### src/rtl/tlc_pkg.sv
`timescale 1ns / 1ps
// ----------------------------------------------------------------------------
// tlc_pkg
// Shared types and constants of the two-level cache tag model.
// ----------------------------------------------------------------------------
package tlc_pkg;

  // sizes
  localparam int LINE_W       = 32;
  localparam int SETV_W       = 15;
  localparam int LAT_W        = 12;
  localparam int CYC_W        = 10;
  localparam int CFG_IDX_W    = 3;
  localparam int CFG_DATA_W   = 10;
  localparam int IN_DATA_W    = 32;
  localparam int OUT_DATA_W   = 16;

  // default geometry
  localparam int DEF_L1_MAX_SETS = 256;
  localparam int DEF_L1_WAYS     = 4;
  localparam int DEF_L2_MAX_SETS = 1024;
  localparam int DEF_L2_WAYS     = 8;

  // register indexes
  localparam logic [CFG_IDX_W-1:0] REG_BLOCK_BITS  = 3'd0;
  localparam logic [CFG_IDX_W-1:0] REG_L1_SET_BITS = 3'd1;
  localparam logic [CFG_IDX_W-1:0] REG_L2_SET_BITS = 3'd2;
  localparam logic [CFG_IDX_W-1:0] REG_WRITE_ALLOC = 3'd3;
  localparam logic [CFG_IDX_W-1:0] REG_L1_CYCLES   = 3'd4;
  localparam logic [CFG_IDX_W-1:0] REG_L2_CYCLES   = 3'd5;
  localparam logic [CFG_IDX_W-1:0] REG_MEM_CYCLES  = 3'd6;

  // access kinds
  localparam logic OP_READ  = 1'b0;
  localparam logic OP_WRITE = 1'b1;

  // row update kinds
  typedef enum logic [1:0] {
    WR_CLEAR,
    WR_TOUCH,
    WR_FILL,
    WR_DROP
  } wr_op_t;

  // lookup status of one level
  typedef struct packed {
    logic              hit;
    logic              evict;
    logic [LINE_W-1:0] victim;
  } look_t;

  // sequencer states
  typedef enum logic [3:0] {
    S_CLEAR,
    S_IDLE,
    S_DIV1,
    S_DIV2,
    S_LOOK,
    S_V1,
    S_V2,
    S_V3,
    S_RD1,
    S_FILL,
    S_OUT
  } state_t;

endpackage

### src/rtl/tlc_set_idx.sv
`timescale 1ns / 1ps
// ----------------------------------------------------------------------------
// tlc_set_idx
// Masked line address modulo the set count, by reciprocal multiply, two stages.
// ----------------------------------------------------------------------------
module tlc_set_idx #(
  parameter int MAX_SETS = 256,
  parameter int IDX_W    = 8
) (
  input  logic                      clk,
  input  logic                      start,
  input  logic [tlc_pkg::SETV_W-1:0] val,
  output logic [IDX_W-1:0]          idx
);
  import tlc_pkg::*;

  localparam int    SHIFT  = 30;
  localparam int    RCP_W  = SHIFT + 1;
  localparam int    PROD_W = SETV_W + RCP_W;
  localparam longint RECIP = ((64'd1 << SHIFT) / MAX_SETS) + 1;

  logic [SETV_W-1:0] v1;
  logic [PROD_W-1:0] prod;
  logic [SETV_W:0]   quo;
  logic [SETV_W+16:0] qm;
  logic [SETV_W-1:0] rem;

  // stage one: value times reciprocal
  always_ff @(posedge clk) begin
    if (start) begin
      v1   <= val;
      prod <= PROD_W'(val) * PROD_W'(RCP_W'(RECIP));
    end
  end

  // stage two: exact quotient, subtract back
  always_comb begin
    quo = prod[PROD_W-1 -: SETV_W+1];
    qm  = (SETV_W+17)'(quo) * (SETV_W+17)'(17'(MAX_SETS));
    rem = v1 - qm[SETV_W-1:0];
  end

  always_ff @(posedge clk) begin
    idx <= rem[IDX_W-1:0];
  end

endmodule

### config.mk
export PLATFORM = sky130hd
export DESIGN_NAME = tlc_set_idx
export DESIGN_NICKNAME = d
export VERILOG_FILES = /design/src/rtl/tlc_pkg.sv /design/src/rtl/tlc_set_idx.sv
export SDC_FILE = /design/constraint.sdc
export NUM_CORES = 1
export LEC_CHECK = 0
export ABC_AREA = 1
export BUFFER_PORTS_ARGS = -buffer_cell sky130_fd_sc_hd__buf_4
export CAP_MARGIN = 25
export CELL_PAD_IN_SITES_DETAIL_PLACEMENT = 1
export CELL_PAD_IN_SITES_GLOBAL_PLACEMENT = 1
export CORE_AREA = 10 10 47 49
export DETAILED_ROUTE_END_ITERATION = 12
export DIE_AREA = 0 0 57 59
export PLACE_DENSITY_LB_ADDON = 0.1
export SYNTH_ARGS = -nofsm -noshare
export SYNTH_HDL_FRONTEND = slang
export SYNTH_SLANG_ARGS = --single-unit
### constraint.sdc
create_clock -name clk -period 0.8 [get_ports clk]
set_input_delay 0.04 -clock clk [delete_from_list [all_inputs] [get_ports clk]]
set_output_delay 0.04 -clock clk [all_outputs]
set_load 0.01 [all_outputs]
==> results.json, run 1 <==
{
  "status": "completed",
  "crit_path_cell_trace": "buf_4",
  "crit_required_ns": 0.76,
  "layout_commonest_cell": "buf_4",
  "cp_max_fo": 1,
  "crit_type": "reg -> out",
  "grt_max_degree": 10,
  "rows": 14,
  "yosysSeqAreaShare_pct": 100,
  "reg2regPathDepth": 0,
  "cap_viol_max_count": 0,
  "layout.area.seq_um2": 408,
  "htreeDepth": 1,
  "fmax_ghz": 1.33,
  "leakagePower_nw": 0.291,
  "cpLargestDelayFamily": "flip-flops",
  "fin_crit_sh_pct": 94.1,
  "postRouteAntennaNets": 0,
  "wl_per_cell_um": 11.8,
  "routed-via-count": 240,
  "cp-start-kind": "flip-flop",
  "gp_congestion": 0.559,
  "antenna_cells": 0,
  "slowest_stage": "dfxtp_1",
  "cts_buffers": 3,
  "vias_per_cell": 3.93,
  "initial_core_util_pct": 28.6,
  "power_density_mw_per_mm2": 2310,
  "drt_pass1_iterations": 2,
  "peakVddDrop_uv": 1280,
  "slew_headroom_pct": 92.9,
  "worstHoldEndpoint": "v1[3]$_DFFE_PP_",
  "cp-end-kind": "primary output",
  "clockRootBuffer": "clkbuf_4",
  "instances_no_fill": 61,
  "io_pins": 25,
  "cts_tree": "yes",
  "hold_viol_final": 0,
  "drtIter0Drc": 2,
  "core_area_mm2": 0.00140,
  "critPathArrivalTime_ns": 0.71,
  "synth_cell_type_count": 2,
  "post_cts_buffers": 0,
  "port_buffers": 17,
  "yosysWarnings": 0,
  "rrSetupSlack_ns": 0.31,
  "nFillCells": 135,
  "synthesis.nets": 33,
  "fin_skew_ns": 0.00271,
  "drc": 0,
  "routed_wl_um": 717,
  "grt_pass1_wl_um": 1260,
  "clock_tree.buffer_depth": 2,
  "overflow": 0,
  "min-delay-start": "start",
  "grt_use_total_pct": 4.94,
  "cts_num_sinks": 16,
  "comb.multi_input.count": 0,
  "fin_nets": 63,
  "multi_input_area_um2": 0,
  "r2r_start": "v1[3]$_DFFE_PP_",
  "rsz0062_at_grt": "false",
  "final_cell_mix": "buf_4, dlygate4sd3_1, edfxtp_1",
  "fin_crit_ns": 0.752,
  "crit_path_max_incr_delay_ns": 0.31,
  "areaGrowthSynthToFinish_pct": 74.4,
  "dp_cells": 49,
  "path_buf_inv": 1,
  "p_total_w": 0.00161,
  "setup-tns-final_ns": 0,
  "synthesis.area_per_instance_um2": 25.0,
  "setup_violations": 0,
  "r2r-end": "idx[3]$_DFF_P_",
  "drv_slew": 0,
  "hold_class": "in -> reg",
  "antenna_found_initial": 0,
  "min_path_cells": 1,
  "die_height_um": 59,
  "tightest_slew_ns": 0.106,
  "synth_seq_cells": 16,
  "fp.dieW_um": 57,
  "die_area_mm2": 0.00336,
  "synth_cells": 16,
  "clk_latency_ns": 0.27,
  "clk_pin_slew_ns": 0.09,
  "grt_pass1_vias": 308,
  "drive_gt1_share_pct": 60.0,
  "syn-cell-area_um2": 400
}
-- registers in the layout, summed over array words and instances (netlist names) --
signal and cells:
idx 8, v1 8
-- Yosys cell counts --
cell type / number / area (um2)
dfxtp_1: 8 / 160
edfxtp_1: 8 / 240
-- worst max-delay path by stage --
| stage | from | endpoint | depth (start not counted) |
|---|---|---|---|
| after floorplan | v1[0]$_DFFE_PP_ | idx[0]$_DFF_P_ | 0 |
| after CTS | idx[3]$_DFF_P_ | idx[3] | 1 |
| after global placement | start | v1[7]$_DFFE_PP_ | 1 |
| after global routing | idx[7]$_DFF_P_ | idx[7] | 1 |
| final | idx[4]$_DFF_P_ | idx[4] | 1 |
| after detailed placement | start | v1[6]$_DFFE_PP_ | 1 |
-- cell type report --
class / count / share of cell area (%)
sequential: 16 / 58.4
timing repair buffer: 25 / 33.5
clock buffer: 4 / 5.20
tap: 16 / 2.87
-- logic make-up after synthesis --
kind of cell / share of synthesized area, %
flops: 100
-- power by group --
| part | switching [W] | internal [W] | total, W | leakage (nW) |
|---|---|---|---|---|
| clock network | 0.000231 | 0.000276 | 0.000507 | 0.0210 |
| registers | 0.0000203 | 0.000932 | 0.000952 | 0.146 |
| logic | 0.0000464 | 0.000106 | 0.000153 | 0.124 |
-- metrics by stage --
step / hold WS, ns / instance area (um2) / setup slack [ns] / utilization [%]
2_1_floorplan: 0.139 / 400 / 0.350 / -
3_3_place_gp: 0.219 / 548 / 0.312 / 39.1
3_5_place_dp: 0.219 / 548 / 0.311 / 39.1
4_1_cts: 0.0375 / 664 / 0.0301 / 47.4
5_1_grt: 0.0260 / 698 / 0.000355 / 49.8
6_report: 0.0406 / 698 / 0.0475 / 49.8
-- routing by layer --
| layer | wire [um] | vias up | GRT usage (%) |
|---|---|---|---|
| li1 | - | 113 | - |
| met1 | 276 | 114 | 4.91 |
| met2 | 375 | 11 | 7.13 |
| met3 | 56 | 2 | 3.22 |
| met4 | 8 | 0 | 4.03 |
| met5 | 0 | - | 0 |
-- timing repair --
item | in CTS | in global routing
endpoints found under the hold margin | 8 | 0
resized for setup | 0 | 13
setup endpoints to repair | 0 | 7
hold buffers | 8 | 0
No activity file was read; power rests on OpenSTA's default activity.
==> run 2, diff against run 1 <==
==> constraint.sdc (replaced) <==
create_clock -name clk -period 0.8 [get_ports clk]
set_input_delay 0.08 -clock clk [delete_from_list [all_inputs] [get_ports clk]]
set_output_delay 0.08 -clock clk [all_outputs]
set_load 0.01 [all_outputs]
==> results.json, run 2 (synthesis gave the netlist of run 1 again) <==
{
  "final_cell_mix": "buf_4, dlygate4sd3_1, dfxtp_2, buf_6, edfxtp_1",
  "cap_viol_max_count": 0,
  "drv_slew": 0,
  "cp-end-kind": "primary output",
  "routed_wl_um": 705,
  "core_area_mm2": 0.00140,
  "clk_latency_ns": 0.27,
  "fp.dieW_um": 57,
  "layout_commonest_cell": "buf_4",
  "power_density_mw_per_mm2": 2290,
  "fmax_ghz": 1.26,
  "multi_input_area_um2": 0,
  "io_pins": 25,
  "hold_viol_final": 0,
  "whs_ns": 0.0815,
  "fin_skew_ns": 0.00266,
  "cp-start-kind": "flip-flop",
  "overflow": 0,
  "crit_path_cell_trace": "buf_6",
  "crit_type": "reg -> out",
  "peakVddDrop_uv": 1270,
  "rows": 14,
  "top_regs": "idx (8), v1 (8)",
  "hold_class": "in -> reg",
  "clk_pin_slew_ns": 0.09,
  "die_area_mm2": 0.00336,
  "fin_crit_sh_pct": 98.9,
  "rsz0062_at_grt": "true",
  "htreeDepth": 1,
  "wl_per_cell_um": 11.6,
  "areaGrowthSynthToFinish_pct": 75.9,
  "clock_tree.buffer_depth": 2,
  "slowest_stage": "dfxtp_2",
  "cp_max_fo": 1,
  "gp_congestion": 0.559,
  "drive_gt1_share_pct": 64.4,
  "crit_path_max_incr_delay_ns": 0.33,
  "postRouteAntennaNets": 0,
  "cts_tree": "yes",
  "vias_per_cell": 3.87,
  "path_buf_inv": 1,
  "cts_buffers": 3,
  "grt_pass1_vias": 309,
  "status": "completed",
  "leakagePower_nw": 0.292,
  "grt_pass1_wl_um": 1230,
  "critPathArrivalTime_ns": 0.71,
  "initial_core_util_pct": 28.6,
  "fin_nets": 63,
  "antenna_found_initial": 0,
  "clockRootBuffer": "clkbuf_4",
  "drc": 0,
  "fin_util_pct": 50.3,
  "grt_use_total_pct": 4.86,
  "drt_pass1_iterations": 2,
  "antenna_cells": 0,
  "grt_max_degree": 10,
  "tightest_slew_ns": 0.106,
  "slew_headroom_pct": 92.9,
  "drtIter0Drc": 3,
  "cpLargestDelayFamily": "flip-flops",
  "routed-via-count": 236,
  "port_buffers": 17,
  "fin_crit_ns": 0.791,
  "cts_num_sinks": 16,
  "post_cts_buffers": 0,
  "die_height_um": 59,
  "p_total_w": 0.00162,
  "setup_violations": 0,
  "comb.multi_input.count": 0,
  "crit_required_ns": 0.72
}
==> run 2: cell types whose count changed in the layout (fill, tap and decap cells not counted) <==
cell and change:
dfxtp_1 -2, buf_4 -1, buf_6 +1, dfxtp_2 +2
==> run 2: stage by stage <==
| stage | cell area (um2) | setup WS (ns) | instances | setup TNS, ns |
|---|---|---|---|---|
| global placement | 548 | 0.272 | 49 | 0 |
| global route | 704 | -0.0399 | 61 | -0.243 |
| CTS | 701 | -0.000344 | 61 | -0.000344 |
| finish | 704 | 0.00867 | 61 | 0 |
| detailed placement | 548 | 0.271 | 49 | 0 |
| floorplan | 400 | 0.350 | 16 | 0 |
==> run 2: layout make-up <==
type / instances / area (um2)
Fill cell: 138 / 697
Timing Repair Buffer: 25 / 238
Clock buffer: 4 / 36.3
Sequential cell: 16 / 410
Tap cell: 16 / 20.0
==> run 2: worst paths after layout <==
path	startpoint	cells after the start	slack (ns)	end
worst min register to register	v1[2]$_DFFE_PP_	0	0.35	idx[2]$_DFF_P_
worst min-delay path	start	1	0.08	v1[3]$_DFFE_PP_
worst max register to register	v1[3]$_DFFE_PP_	0	0.31	idx[3]$_DFF_P_
worst max-delay path	idx[5]$_DFF_P_	1	0.009	idx[5]
==> run 2: layer usage <==
metal  vias to the layer above  GRT usage, %  wire (um)
met5                         -             0          0
met4                         0          4.03          8
met3                         2          3.43         66
met2                        11          7.13        367
met1                       110          4.55        263
li1                        113             -          -
==> run 2: timing repair <==
item                       CTS  global route
pin swaps                    0             0
hold buffers                 8             0
gates resized for setup     13             3
hold endpoints to repair     8             0
setup endpoints to repair    8             8
==> run 2: power breakdown <==
part,internal [W],switching (W)
registers,0.000934,0.0000206
logic,0.000109,0.0000459
clock network,0.000276,0.000230
